==> src/design/windowed_velocity_estimator_defines.svh <==
// assertion macros for the windowed velocity estimator design
`ifndef WINDOWED_VELOCITY_ESTIMATOR_DEFINES_SVH
`define WINDOWED_VELOCITY_ESTIMATOR_DEFINES_SVH

// same-cycle implication, clocked on clk, disabled in reset
`define WVE_ASSERT_NOW(lbl, ante, cons, msg) \
    lbl: assert property (@(posedge clk) disable iff (!rst_n) (ante) |-> (cons)) \
        else $error(msg);

// next-cycle implication, clocked on clk, disabled in reset
`define WVE_ASSERT_NEXT(lbl, ante, cons, msg) \
    lbl: assert property (@(posedge clk) disable iff (!rst_n) (ante) |=> (cons)) \
        else $error(msg);

`endif

==> src/design/wve_pkg.sv <==
`timescale 1ns / 1ps

package wve_pkg;

    localparam logic [1:0] OP_SAMPLE = 2'd0;
    localparam logic [1:0] OP_START  = 2'd1;
    localparam logic [1:0] OP_STOP   = 2'd2;

    localparam logic [1:0] CFG_WINDOW_ENTRIES = 2'd0;
    localparam logic [1:0] CFG_WINDOW_SPAN    = 2'd1;
    localparam logic [1:0] CFG_MIN_GAP        = 2'd2;

    localparam logic [4:0]  RST_WINDOW_ENTRIES = 5'd16;
    localparam logic [31:0] RST_WINDOW_SPAN    = 32'd100;
    localparam logic [15:0] RST_MIN_GAP        = 16'd1;

    // rpm = (dA / 360) / (dT / 60000) = dA * 500 / (3 * dT), rounded half away
    // numerator 2 * 500 * |dA| + 3 * dT, denominator 2 * 3 * dT
    localparam int NUM_W = 43;
    localparam int DEN_W = 35;
    localparam logic [9:0] ANGLE_SCALE = 10'd1000;
    localparam logic [1:0] ROUND_SCALE = 2'd3;
    localparam logic [2:0] DEN_SCALE   = 3'd6;

    typedef enum logic [3:0] {
        ST_IDLE,
        ST_SEED0,
        ST_SEED1,
        ST_GAP,
        ST_EVC,
        ST_EVA_RD,
        ST_EVA,
        ST_PUSH,
        ST_ABS,
        ST_MUL,
        ST_DIV,
        ST_SAT,
        ST_DONE
    } state_t;

    typedef struct packed {
        logic busy;
        logic done;
    } div_status_t;

endpackage

==> src/design/wve_ram.sv <==
`timescale 1ns / 1ps

module wve_ram #(
    parameter int WIDTH = 32,
    parameter int DEPTH = 16
) (
    input  logic                     clk,
    input  logic                     we,
    input  logic [$clog2(DEPTH)-1:0] waddr,
    input  logic [WIDTH-1:0]         wdata,
    input  logic                     re,
    input  logic [$clog2(DEPTH)-1:0] raddr,
    output logic [WIDTH-1:0]         rdata
);

    logic [WIDTH-1:0] mem_reg [DEPTH];
    logic [WIDTH-1:0] rdata_reg;

    always_ff @(posedge clk)
    begin
        if (we)
        begin
            mem_reg[waddr] <= wdata;
        end
        if (re)
        begin
            rdata_reg <= mem_reg[raddr];
        end
    end

    assign rdata = rdata_reg;

endmodule

==> src/design/wve_div.sv <==
`timescale 1ns / 1ps

module wve_div (
    input  logic                        clk,
    input  logic                        rst_n,
    input  logic                        start,
    input  logic [wve_pkg::NUM_W-1:0]   num,
    input  logic [wve_pkg::DEN_W-1:0]   den,
    output logic [wve_pkg::NUM_W-1:0]   quot,
    output wve_pkg::div_status_t        status
);

    import wve_pkg::*;

    localparam int CNT_W = $clog2(NUM_W + 1);

    logic             busy_reg;
    logic             done_reg;
    logic [CNT_W-1:0] cnt_reg;
    logic [DEN_W-1:0] rem_reg;
    logic [NUM_W-1:0] quo_reg;
    logic [DEN_W-1:0] den_reg;

    logic [DEN_W:0]   trial;
    logic [DEN_W:0]   diff;
    logic             fits;

    // restoring division, one quotient bit per cycle
    assign trial = {rem_reg, quo_reg[NUM_W-1]};
    assign diff  = trial - {1'b0, den_reg};
    assign fits  = !diff[DEN_W];

    always_ff @(posedge clk or negedge rst_n)
    begin
        if (!rst_n)
        begin
            busy_reg <= 1'b0;
            done_reg <= 1'b0;
            cnt_reg  <= '0;
        end
        else
        begin
            done_reg <= 1'b0;
            if (start)
            begin
                busy_reg <= 1'b1;
                cnt_reg  <= CNT_W'(NUM_W);
            end
            else if (busy_reg)
            begin
                cnt_reg <= cnt_reg - 1'b1;
                if (cnt_reg == CNT_W'(1))
                begin
                    busy_reg <= 1'b0;
                    done_reg <= 1'b1;
                end
            end
        end
    end

    always_ff @(posedge clk)
    begin
        if (start)
        begin
            rem_reg <= '0;
            quo_reg <= num;
            den_reg <= den;
        end
        else if (busy_reg)
        begin
            rem_reg <= fits ? diff[DEN_W-1:0] : trial[DEN_W-1:0];
            quo_reg <= {quo_reg[NUM_W-2:0], fits};
        end
    end

    assign quot        = quo_reg;
    assign status.busy = busy_reg;
    assign status.done = done_reg;

endmodule

==> src/design/windowed_velocity_estimator.sv <==
// stop and ignored items go straight to ST_DONE; start first seeds two records
// a skipped sample stops at the gap check; an updating sample evicts by count and
// by age, pushes and runs the 43-step serial divider, then saturates the velocity
// one transaction in flight; the next is accepted once the result register is free
// reset: asynchronous active low, window empty, velocity zero, registers at defaults
`timescale 1ns / 1ps
`include "windowed_velocity_estimator_defines.svh"

module windowed_velocity_estimator #(
    parameter int RING_DEPTH = 16
) (
    input  logic        clk,
    input  logic        rst_n,
    input  logic        s_axis_tvalid,
    output logic        s_axis_tready,
    input  logic [63:0] s_axis_tdata,   // time_ms [31:0], angle_deg [63:32]
    input  logic [1:0]  s_axis_tuser,   // opcode [1:0]
    output logic        m_axis_tvalid,
    input  logic        m_axis_tready,
    output logic [31:0] m_axis_tdata,   // velocity_rpm [31:0]
    output logic [1:0]  m_axis_tuser,   // updated [0], span_zero [1]
    input  logic        cfg_we,
    input  logic [1:0]  cfg_addr,
    input  logic [31:0] cfg_wdata
);

    import wve_pkg::*;

    localparam int IW = $clog2(RING_DEPTH);
    localparam int CW = $clog2(RING_DEPTH + 1);

    function automatic logic [IW-1:0] slot_of(input logic [IW-1:0] base,
                                              input logic [CW-1:0] off);
        logic [CW:0] sum;
        sum = {{(CW + 1 - IW){1'b0}}, base} + {1'b0, off};
        if (sum >= (CW + 1)'(RING_DEPTH))
        begin
            sum = sum - (CW + 1)'(RING_DEPTH);
        end
        return sum[IW-1:0];
    endfunction

    state_t            state_reg, state_next;
    logic [CW-1:0]     count_reg, count_next;
    logic [IW-1:0]     oldest_reg, oldest_next;
    logic [31:0]       velocity_reg, velocity_next;
    logic [4:0]        win_entries_reg;
    logic [31:0]       win_span_reg;
    logic [15:0]       min_gap_reg;
    logic              out_valid_reg, out_valid_next;

    logic [1:0]        op_reg, op_next;
    logic [31:0]       time_reg, time_next;
    logic [31:0]       ang_reg, ang_next;
    logic [31:0]       old_stamp_reg, old_stamp_next;
    logic [31:0]       old_angle_reg, old_angle_next;
    logic [32:0]       dang_reg, dang_next;
    logic [31:0]       dt_reg, dt_next;
    logic [32:0]       mag_reg, mag_next;
    logic              neg_reg, neg_next;
    logic              upd_reg, upd_next;
    logic              zs_reg, zs_next;
    logic [31:0]       out_vel_reg, out_vel_next;
    logic              out_upd_reg, out_upd_next;
    logic              out_zs_reg, out_zs_next;

    logic [CW-1:0]     limit;
    logic              in_accept;
    logic [31:0]       gap;
    logic [31:0]       age;

    logic              ram_we;
    logic [IW-1:0]     ram_waddr;
    logic [31:0]       ram_wstamp;
    logic              ram_re;
    logic [IW-1:0]     ram_raddr;
    logic [31:0]       stamp_rdata;
    logic [31:0]       angle_rdata;

    logic              div_start;
    logic [NUM_W-1:0]  div_num;
    logic [DEN_W-1:0]  div_den;
    logic [NUM_W-1:0]  div_quot;
    div_status_t       div_st;

    wve_ram #(
        .WIDTH (32),
        .DEPTH (RING_DEPTH)
    ) u_stamp_ram (
        .clk   (clk),
        .we    (ram_we),
        .waddr (ram_waddr),
        .wdata (ram_wstamp),
        .re    (ram_re),
        .raddr (ram_raddr),
        .rdata (stamp_rdata)
    );

    wve_ram #(
        .WIDTH (32),
        .DEPTH (RING_DEPTH)
    ) u_angle_ram (
        .clk   (clk),
        .we    (ram_we),
        .waddr (ram_waddr),
        .wdata (ang_reg),
        .re    (ram_re),
        .raddr (ram_raddr),
        .rdata (angle_rdata)
    );

    wve_div u_div (
        .clk    (clk),
        .rst_n  (rst_n),
        .start  (div_start),
        .num    (div_num),
        .den    (div_den),
        .quot   (div_quot),
        .status (div_st)
    );

    assign s_axis_tready = (state_reg == ST_IDLE);
    assign in_accept     = s_axis_tvalid && s_axis_tready;

    // zero acts as one, anything above the ring depth as the depth
    always_comb
    begin
        if (win_entries_reg == 5'd0)
        begin
            limit = CW'(1);
        end
        else if (32'(win_entries_reg) > 32'(RING_DEPTH))
        begin
            limit = CW'(RING_DEPTH);
        end
        else
        begin
            limit = CW'(win_entries_reg);
        end
    end

    assign gap     = time_reg - stamp_rdata;
    assign age     = time_reg - stamp_rdata;
    assign div_num = NUM_W'(mag_reg) * NUM_W'(ANGLE_SCALE) + NUM_W'(dt_reg) * NUM_W'(ROUND_SCALE);
    assign div_den = DEN_W'(dt_reg) * DEN_W'(DEN_SCALE);

    always_comb
    begin
        state_next     = state_reg;
        count_next     = count_reg;
        oldest_next    = oldest_reg;
        velocity_next  = velocity_reg;
        out_valid_next = out_valid_reg;
        op_next        = op_reg;
        time_next      = time_reg;
        ang_next       = ang_reg;
        old_stamp_next = old_stamp_reg;
        old_angle_next = old_angle_reg;
        dang_next      = dang_reg;
        dt_next        = dt_reg;
        mag_next       = mag_reg;
        neg_next       = neg_reg;
        upd_next       = upd_reg;
        zs_next        = zs_reg;
        out_vel_next   = out_vel_reg;
        out_upd_next   = out_upd_reg;
        out_zs_next    = out_zs_reg;
        ram_we         = 1'b0;
        ram_waddr      = slot_of(oldest_reg, count_reg);
        ram_wstamp     = time_reg;
        ram_re         = 1'b0;
        ram_raddr      = oldest_reg;
        div_start      = 1'b0;

        if (out_valid_reg && m_axis_tready)
        begin
            out_valid_next = 1'b0;
        end

        unique case (state_reg)
            ST_IDLE:
            begin
                if (in_accept)
                begin
                    op_next   = s_axis_tuser;
                    time_next = s_axis_tdata[31:0];
                    ang_next  = s_axis_tdata[63:32];
                    upd_next  = 1'b0;
                    zs_next   = 1'b0;
                    state_next = ST_DONE;
                    if (s_axis_tuser == OP_START)
                    begin
                        count_next  = '0;
                        oldest_next = '0;
                        state_next  = ST_SEED0;
                    end
                    else if (s_axis_tuser == OP_STOP)
                    begin
                        count_next    = '0;
                        oldest_next   = '0;
                        velocity_next = '0;
                    end
                    else if (s_axis_tuser == OP_SAMPLE && count_reg != '0)
                    begin
                        ram_re     = 1'b1;
                        ram_raddr  = slot_of(oldest_reg, count_reg - 1'b1);
                        state_next = ST_GAP;
                    end
                end
            end
            ST_SEED0:
            begin
                ram_we     = 1'b1;
                ram_waddr  = '0;
                count_next = CW'(1);
                state_next = ST_SEED1;
            end
            ST_SEED1:
            begin
                ram_we     = 1'b1;
                ram_waddr  = IW'(1);
                ram_wstamp = time_reg + 32'(min_gap_reg);
                count_next = CW'(2);
                state_next = ST_DONE;
            end
            ST_GAP:
            begin
                // gap to the newest record read as signed
                if ($signed({gap[31], gap}) < $signed({17'd0, min_gap_reg}))
                begin
                    state_next = ST_DONE;
                end
                else
                begin
                    state_next = ST_EVC;
                end
            end
            ST_EVC:
            begin
                if (count_reg != '0 && count_reg >= limit)
                begin
                    oldest_next = slot_of(oldest_reg, CW'(1));
                    count_next  = count_reg - 1'b1;
                end
                else
                begin
                    state_next = ST_EVA_RD;
                end
            end
            ST_EVA_RD:
            begin
                if (count_reg == '0)
                begin
                    state_next = ST_PUSH;
                end
                else
                begin
                    ram_re     = 1'b1;
                    ram_raddr  = oldest_reg;
                    state_next = ST_EVA;
                end
            end
            ST_EVA:
            begin
                if (age > win_span_reg)
                begin
                    oldest_next = slot_of(oldest_reg, CW'(1));
                    count_next  = count_reg - 1'b1;
                    state_next  = ST_EVA_RD;
                end
                else
                begin
                    old_stamp_next = stamp_rdata;
                    old_angle_next = angle_rdata;
                    state_next     = ST_PUSH;
                end
            end
            ST_PUSH:
            begin
                ram_we     = 1'b1;
                count_next = count_reg + 1'b1;
                upd_next   = 1'b1;
                dt_next    = time_reg - old_stamp_reg;
                dang_next  = {ang_reg[31], ang_reg} - {old_angle_reg[31], old_angle_reg};
                // an empty window means the new record is also the oldest
                if (count_reg == '0 || time_reg == old_stamp_reg)
                begin
                    zs_next    = 1'b1;
                    state_next = ST_DONE;
                end
                else
                begin
                    state_next = ST_ABS;
                end
            end
            ST_ABS:
            begin
                neg_next   = dang_reg[32];
                mag_next   = dang_reg[32] ? (33'd0 - dang_reg) : dang_reg;
                state_next = ST_MUL;
            end
            ST_MUL:
            begin
                div_start  = 1'b1;
                state_next = ST_DIV;
            end
            ST_DIV:
            begin
                if (div_st.done)
                begin
                    state_next = ST_SAT;
                end
            end
            ST_SAT:
            begin
                if (neg_reg)
                begin
                    if (div_quot > NUM_W'(32'h8000_0000))
                    begin
                        velocity_next = 32'h8000_0000;
                    end
                    else
                    begin
                        velocity_next = 32'd0 - div_quot[31:0];
                    end
                end
                else
                begin
                    if (div_quot > NUM_W'(32'h7FFF_FFFF))
                    begin
                        velocity_next = 32'h7FFF_FFFF;
                    end
                    else
                    begin
                        velocity_next = div_quot[31:0];
                    end
                end
                state_next = ST_DONE;
            end
            ST_DONE:
            begin
                if (!out_valid_reg || m_axis_tready)
                begin
                    out_valid_next = 1'b1;
                    out_vel_next   = velocity_reg;
                    out_upd_next   = upd_reg;
                    out_zs_next    = zs_reg;
                    state_next     = ST_IDLE;
                end
            end
            default:
            begin
                state_next = ST_IDLE;
            end
        endcase
    end

    always_ff @(posedge clk or negedge rst_n)
    begin
        if (!rst_n)
        begin
            state_reg       <= ST_IDLE;
            count_reg       <= '0;
            oldest_reg      <= '0;
            velocity_reg    <= '0;
            out_valid_reg   <= 1'b0;
            win_entries_reg <= RST_WINDOW_ENTRIES;
            win_span_reg    <= RST_WINDOW_SPAN;
            min_gap_reg     <= RST_MIN_GAP;
        end
        else
        begin
            state_reg     <= state_next;
            count_reg     <= count_next;
            oldest_reg    <= oldest_next;
            velocity_reg  <= velocity_next;
            out_valid_reg <= out_valid_next;
            if (cfg_we)
            begin
                unique case (cfg_addr)
                    CFG_WINDOW_ENTRIES: win_entries_reg <= cfg_wdata[4:0];
                    CFG_WINDOW_SPAN:    win_span_reg    <= cfg_wdata;
                    CFG_MIN_GAP:        min_gap_reg     <= cfg_wdata[15:0];
                    default:            ;
                endcase
            end
        end
    end

    always_ff @(posedge clk)
    begin
        op_reg        <= op_next;
        time_reg      <= time_next;
        ang_reg       <= ang_next;
        old_stamp_reg <= old_stamp_next;
        old_angle_reg <= old_angle_next;
        dang_reg      <= dang_next;
        dt_reg        <= dt_next;
        mag_reg       <= mag_next;
        neg_reg       <= neg_next;
        upd_reg       <= upd_next;
        zs_reg        <= zs_next;
        out_vel_reg   <= out_vel_next;
        out_upd_reg   <= out_upd_next;
        out_zs_reg    <= out_zs_next;
    end

    assign m_axis_tvalid   = out_valid_reg;
    assign m_axis_tdata    = out_vel_reg;
    assign m_axis_tuser[0] = out_upd_reg;
    assign m_axis_tuser[1] = out_zs_reg;

    `WVE_ASSERT_NOW(a_count_bound, 1'b1, count_reg <= CW'(RING_DEPTH), "window count above ring depth")
    `WVE_ASSERT_NOW(a_div_done_state, div_st.done, state_reg == ST_DIV && op_reg == OP_SAMPLE, "divider finished outside its wait state")
    `WVE_ASSERT_NEXT(a_push_grows, state_reg == ST_PUSH, count_reg == $past(count_reg) + 1'b1 && count_reg != '0, "push did not add a record")
    `WVE_ASSERT_NEXT(a_stop_clears, in_accept && s_axis_tuser == OP_STOP, velocity_reg == '0 && count_reg == '0, "stop left window or velocity")
    `WVE_ASSERT_NEXT(a_vel_hold, state_reg != ST_SAT && !(in_accept && s_axis_tuser == OP_STOP), $stable(velocity_reg), "velocity changed outside its update")

endmodule
==> config.mk <==
export PLATFORM = sky130hd
export DESIGN_NAME = windowed_velocity_estimator
export DESIGN_NICKNAME = d
export VERILOG_FILES = /design/src/design/wve_pkg.sv /design/src/design/wve_ram.sv /design/src/design/wve_div.sv /design/src/design/windowed_velocity_estimator.sv
export VERILOG_INCLUDE_DIRS = /design/src /design/src/design
export SDC_FILE = /design/constraint.sdc
export NUM_CORES = 2
export LEC_CHECK = 0
export BUFFER_PORTS_ARGS = -buffer_cell sky130_fd_sc_hd__buf_2
export CORE_UTILIZATION = 55
export CTS_CLUSTER_SIZE = 20
export DETAILED_ROUTE_END_ITERATION = 8
export GPL_TIMING_DRIVEN = 0
export PLACE_DENSITY = 0.71
export SLEW_MARGIN = 10
export SYNTH_ARGS = -nofsm -noshare
export SYNTH_HDL_FRONTEND = slang
export SYNTH_SLANG_ARGS = --single-unit
export TNS_END_PERCENT = 5
==> constraint.sdc <==
create_clock -name clk -period 11.1 [get_ports clk]
set_clock_uncertainty 0.15 [all_clocks]
set_input_delay 2.22 -clock clk [delete_from_list [all_inputs] [get_ports clk]]
set_output_delay 2.22 -clock clk [all_outputs]
set_load 0.01 [all_outputs]
[Word-level counts from Yosys, hierarchy flattened]
Memory sizes are Yosys's and may differ from the RTL's. A register that Yosys moved wholly into a read port is not among the register bits.
Index checks and enable logic that the tools add are counted.
Widths: inputs -> output; s select.
Storage, ports and cells
  flip-flop bits (word level): 482
  bits in writable memories: 1024
  input bits: 105
  output and inout port bits: 36
  word-level logic and storage cells: 193
  memories kept: 2
Memories
  u_angle_ram.mem_reg: words 16, width 32, rd ports 1, clocked after Yosys merged registers in 1, write ports 1, line wve_ram.sv:16  | logic [WIDTH-1:0] mem_reg [DEPTH];
  u_stamp_ram.mem_reg: words 16, width 32, rd ports 1, clocked after Yosys merged registers in 1, write ports 1, line wve_ram.sv:16
Cells by class
  add/subtract/negate cells: 17
  $mul: 3
  $lt $le $gt $ge: 9
  eq/ne operators: 28
  mux-type cells: 72
  bitwise logic cells: 1
  reductions and logical operators: 33
Operators with widths (number)
  $mux 32: 8
  $mux 43: 2
  $mux 4: 21
  $mul 32x2->34 const B: 2
  $pmux 32 s2: 1
  $sub 32x32->32: 2
  $pmux 4 s12: 1
  $add 43x34->43: 1
  $gt 43x31->1 const B: 1
  $gt 43x32->1 const B: 1
  $mul 33x7->40 const B: 1
  $sub 36x35->36: 1
  $mux 35: 1
  $mux 5: 7
  $sub 1x33->33 const A: 1
  $sub 32x32->33: 1
  $add 32x16->32: 1
  $eq 32x32->1: 1
  $gt 32x32->1: 1
  $lt 32x17->1: 1
  $sub 1x32->32 const A: 1
  $pmux 5 s6: 1
  $mux 1: 21
  $eq 4x4->1 const B: 5
  42 further kinds: 79

[Logic depth before layout (Yosys ltp)]
  depth in word-level cells: 9
  mapped depth: 32

[By module]
Synthesis repeated with hierarchy kept, for this count alone.
Second synthesis, totals
  cells, all modules: 5493
  area total of the unflattened synthesis: 78076.1 um2
By module, submodules not included
  wve_ram: instances 2, cells each 838, area each 20155.6 um2, seq. area each 16335.7 um2
  windowed_velocity_estimator: instances 1, cells each 3135, area each 30757.0 um2, seq. area each 10381.2 um2
  wve_div: instances 1, cells each 682, area each 7008.0 um2, seq. area each 3243.1 um2

[Worst setup path after synthesis]
Ideal clock, no wire load.
  path kind: reg-to-reg
  start point: register time_reg[0]
  end point: register state_reg[1]
  library setup time: 81 ps
  arrival: 7930 ps
  path slack: 2939 ps
  stages on the path, launching flop included: 24
  path buffers: 0
  clock period less this slack: 8161 ps
  cells stage by stage: edfxtp_1 > inv_1 > ha_1 > inv_1 > fa_1 > a211oi_1 > nor2_1 > o41ai_1 > o21ai_1 > a31o_2 > nand2_1 > o21ai_0 > a21o_1 > a21o_1 > a21o_1 > a21oi_1 > xnor2_1 > ha_1 > and4_1 > a221oi_1 > o21ai_0 > a221o_1 > a21oi_1 > o221a_2
On the way
  cells in the longest elaborated chain, start to end: 4
Ends and longest elaborated chain
  start, declared: line windowed_velocity_estimator.sv:53  | logic [31:0] time_reg, time_next;
  start signal, assigned: line windowed_velocity_estimator.sv:393  | time_reg <= time_next;
  $sub 32x32->32: line windowed_velocity_estimator.sv:143  | assign age = time_reg - stamp_rdata;
  $gt 32x32->1: line windowed_velocity_estimator.sv:265  | if (age > win_span_reg)
  $mux 2: line windowed_velocity_estimator.sv:265
  $pmux 4 s12: line windowed_velocity_estimator.sv:180  | unique case (state_reg)
  end signal, assigned: line windowed_velocity_estimator.sv:373  | state_reg <= state_next;
  end, declared: line windowed_velocity_estimator.sv:43  | state_t state_reg, state_next;
No other way between the ends.
A chain may end at the register's enable or synchronous reset.

[Worst setup path after layout]
  start point: register mag_reg[1]
  end point: register u_div.quo_reg[42], in the netlist u_div.quot[42] (data pin)
On the way
  cells in the longest elaborated chain, start to end: 3
Ends and longest elaborated chain
  start, declared: line windowed_velocity_estimator.sv:59  | logic [32:0] mag_reg, mag_next;
  start signal, assigned: line windowed_velocity_estimator.sv:399  | mag_reg <= mag_next;
  $mul 33x7->40: line windowed_velocity_estimator.sv:144  | assign div_num = NUM_W'(mag_reg) * NUM_W'(ANGLE_SCALE) + NUM_W'(dt_reg) * NUM_W'(ROUND_SCALE);
  $add 43x34->43: line windowed_velocity_estimator.sv:144
  $mux 43: line wve_div.sv:63  | if (start)
  end signal, assigned: line wve_div.sv:66  | quo_reg <= num;
  end signal, assigned: line wve_div.sv:72  | quo_reg <= {quo_reg[NUM_W-2:0], fits};
  end, declared: line wve_div.sv:21  | logic [NUM_W-1:0] quo_reg;
No other way between the ends.

==> metrics.csv <==
stage,metric,value,unit
outcome,status,"finished, final reports clean",
placed_design,GP Congestion,0.955,
timing,fin. max-slew vios,0,
die,die area,0.142,mm²
placed_design,number of port buffers,140,
drt,post-route antenna net violation count,0,
timing,Slew @ Worst Pin,1.35,ns
clocking,CTS resizes,0,
flow_run,maximum capacitance violations,0,
drt,Routed WL,186000,µm
finish,Non-Filler Instances,7813,
timing,Final setup viols,0,
worst_setup_path,CP max-delay cell,fa_1,
clocking,root buf cell,clkbuf_16,
finish,Area Overhead vs Synth,13.0,%
placed_design,dpl hpwl,134000,µm
clocking,Num CTS Buffers,161,
worst_setup_path,delay of the slowest critical-path stage,0.59,ns
worst_setup_path,CP Launch Type,flip-flop,
finish,FILL cells,10300,
die,Top Ports,141,
clocking,CTS tree,yes,
die,die height,377,µm
power_and_ir_drop,Pleak,32.7,nW
clocking,Worst-Skew Late Latency,0.83,ns
placed_design,DP Cell Count,7512,
synth,largest area contributor in the netlist,edfxtp_1,
die,Die Wd,377,µm
timing,Worst slew margin,0.0907,
synth,Mapped Cells,5416,
synth,post-synth cell types,82,
clocking,CTS Hold Bufs,0,
die,row cnt,137,
timing,FMAX,116,MHz
clocking,Worst-path clk slew,0.07,ns
worst_setup_path,register-to-register setup slack,2.50,ns
synth,Syn Area/Cell,14.3,µm²
timing,Final min period,8.60,ns
synth,commonest cells in the netlist,"edfxtp_1 (1,428), inv_1 (484), ha_1 (362), a21oi_1 (335), o21ai_0 (270)",
synth,post-synth top area share,0.555,
worst_setup_path,worst endpoint data arrival time,8.96,ns
worst_setup_path,Worst Setup Path Type,flip-flop to flip-flop,
timing,setup TNS,0,ns
synth,"EDFF count, synth",1428,
timing,RSZ-0062 raised after global routing,false,
synth,Synth Flop Type,edfxtp_1,
worst_setup_path,"critical path fanouts, max",6,
finish,share of layout cells above drive strength 1,0.139,
grt,largest net degree at the start of global routing,71,
min_path,HP Class,flip-flop to flip-flop,
die,Initial Utilization,0.554,
drt,vias per cell,5.97,
synth,most common cell in the netlist,edfxtp_1,
clocking,H-tree depth,4,
synth,Synth Net Count,6043,
worst_setup_path,critical path data required time,11.47,ns
synth,Area contributors post-synth,"edfxtp_1 (55%), mux4_2 (7.5%), ha_1 (5.9%)",
grt,first-pass GRT wire length,281000,µm
clocking,Max Buffers Root-to-Sink,3,
finish,Layout Nets,6426,
synth,cell area after synthesis,0.0773,mm²
grt,initial antenna violation count,15,
clocking,postcts setup bufs,0,
synth,ys async rst share,0.0682,
drt,drt wl/cell,23.8,µm
drt,via count,46600,
drt,drt pass-1 iters,6,
power_and_ir_drop,maximum vdd drop,0.000131,V
worst_setup_path,Worst Setup End Kind,flip-flop,
grt,Total GRT Usage,0.265,
grt,GR Overflow Total,0,
timing,final hold violation count,0,
synth,Yosys reg bits,1570,
die,core area,0.140,mm²
power_and_ir_drop,PD cells,146,mW/mm²
drt,DRC errors left,0,
grt,vias in the first global route,46500,
synth,Yosys Warn Count,0,
synth,sequential cell area fraction in the yosys report,0.598,
clocking,clk sinks,1570,
drt,1st-iter DRT viols,3994,
timing,period utilisation layout,0.775,
==> cell type report <==
type / instances / area [µm²] / area share
Buffer: 170 / 649 / 0.00743
Clock buffer: 201 / 4250 / 0.0487
Inverter: 484 / 1820 / 0.0208
Clock inverter: 93 / 998 / 0.0114
Timing Repair Buffer: 220 / 2180 / 0.0250
Sequential cell: 1570 / 46300 / 0.529
Tap cell: 1876 / 2350 / 0.0269
Multi-Input combinational cell: 3192 / 28900 / 0.330
Antenna cell: 7 / 17.5 / 0.000200
==> power breakdown <==
part	internal, mW	switching [mW]
sequential	6.53	0.0861
combinational	0.299	0.486
clock	2.99	2.35
total	9.82	2.92
==> logic make-up (layout without fill, tap and decap cells) <==
group                    count (synthesis)  after routing  synth area share
AO/OA/AOI/OAI                         1110           1110            0.0896
buffers and inverters                  654           1168            0.0319
other                                    0              7                 0
adder cells (fa/ha/maj)                522            522             0.100
XOR/XNOR                               274            274            0.0310
multiplexers                           388            388            0.0926
AND/OR/NAND/NOR                        898            898            0.0566
flip-flops                            1570           1570             0.598
==> worst paths after layout <==
check,startpoint,end,depth (start not counted)
setup / recovery,mag_reg[1],u_div.quot[42],28
hold / removal,u_angle_ram.rdata[18],old_angle_reg[18],0
setup reg to reg,mag_reg[1],u_div.quot[42],28
hold reg to reg,u_angle_ram.rdata[18],old_angle_reg[18],0
max in group asynchronous,rst_n,min_gap_reg[0],2
min in group asynchronous,rst_n,win_span_reg[26],1
==> critical path: cells and delay by family (launching register included) <==
family | cells | cell delay (ns)
AOI/OAI and AO/OA | 14 | 3.51
adders and majority gates | 7 | 3.21
DFF | 1 | 0.54
xor gates and xnor gates | 2 | 0.38
and+or+nand+nor | 2 | 0.29
buffers and inverters | 3 | 0.20
==> per-layer routing <==
| layer | GRT usage | share of wire | vias up |
|---|---|---|---|
| met1 | 0.361 | 0.41 | 23300 |
| met2 | 0.433 | 0.48 | 1791 |
| met5 | 0 | 0.00015 | - |
| met4 | 0.0996 | 0.035 | 4 |
| li1 | - | - | 21200 |
| met3 | 0.0383 | 0.074 | 330 |
==> layout by cell type, fill, tap and decap left out, drive strengths merged, types with 24 or more instances in the layout <==
cell type / synthesis / routed
mux2: 56 / 56
a21o: 124 / 124
xor2: 88 / 88
a31oi: 27 / 27
nor3: 53 / 53
o21bai: 31 / 31
clkbuf: 130 / 331
o21ai: 281 / 281
fa: 160 / 160
nand2: 260 / 260
nand4: 35 / 35
nand2b: 43 / 43
buf: 40 / 260
o21a: 41 / 41
a211oi: 96 / 96
clkinv: 0 / 70
nor2: 204 / 204
mux2i: 76 / 76
inv: 484 / 491
edfxtp: 1428 / 1428
and3: 24 / 24
mux4: 256 / 256
ha: 362 / 362
xnor2: 186 / 186
o31ai: 28 / 28
nand3: 75 / 75
nor2b: 100 / 100
dfrtp: 102 / 102
dfxtp: 35 / 35
a21oi: 336 / 336
==> metrics by stage <==
step | util | area (µm²) | hold slack [ns] | setup WS, ns | power (mW)
final | 0.626 | 87400 | 0.252 | 2.50 | 12.7
after CTS | 0.626 | 87300 | 0.254 | 2.43 | 12.8
after global routing | 0.626 | 87400 | 0.257 | 1.90 | 13.1
after floorplan | - | 77300 | 0.250 | 2.94 | 7.20
after detailed placement | 0.588 | 82000 | 0.255 | 2.51 | 7.51
after global placement | 0.576 | 80400 | 0.251 | -0.907 | 7.47
Note: power is estimated with default switching activity, not from simulation.
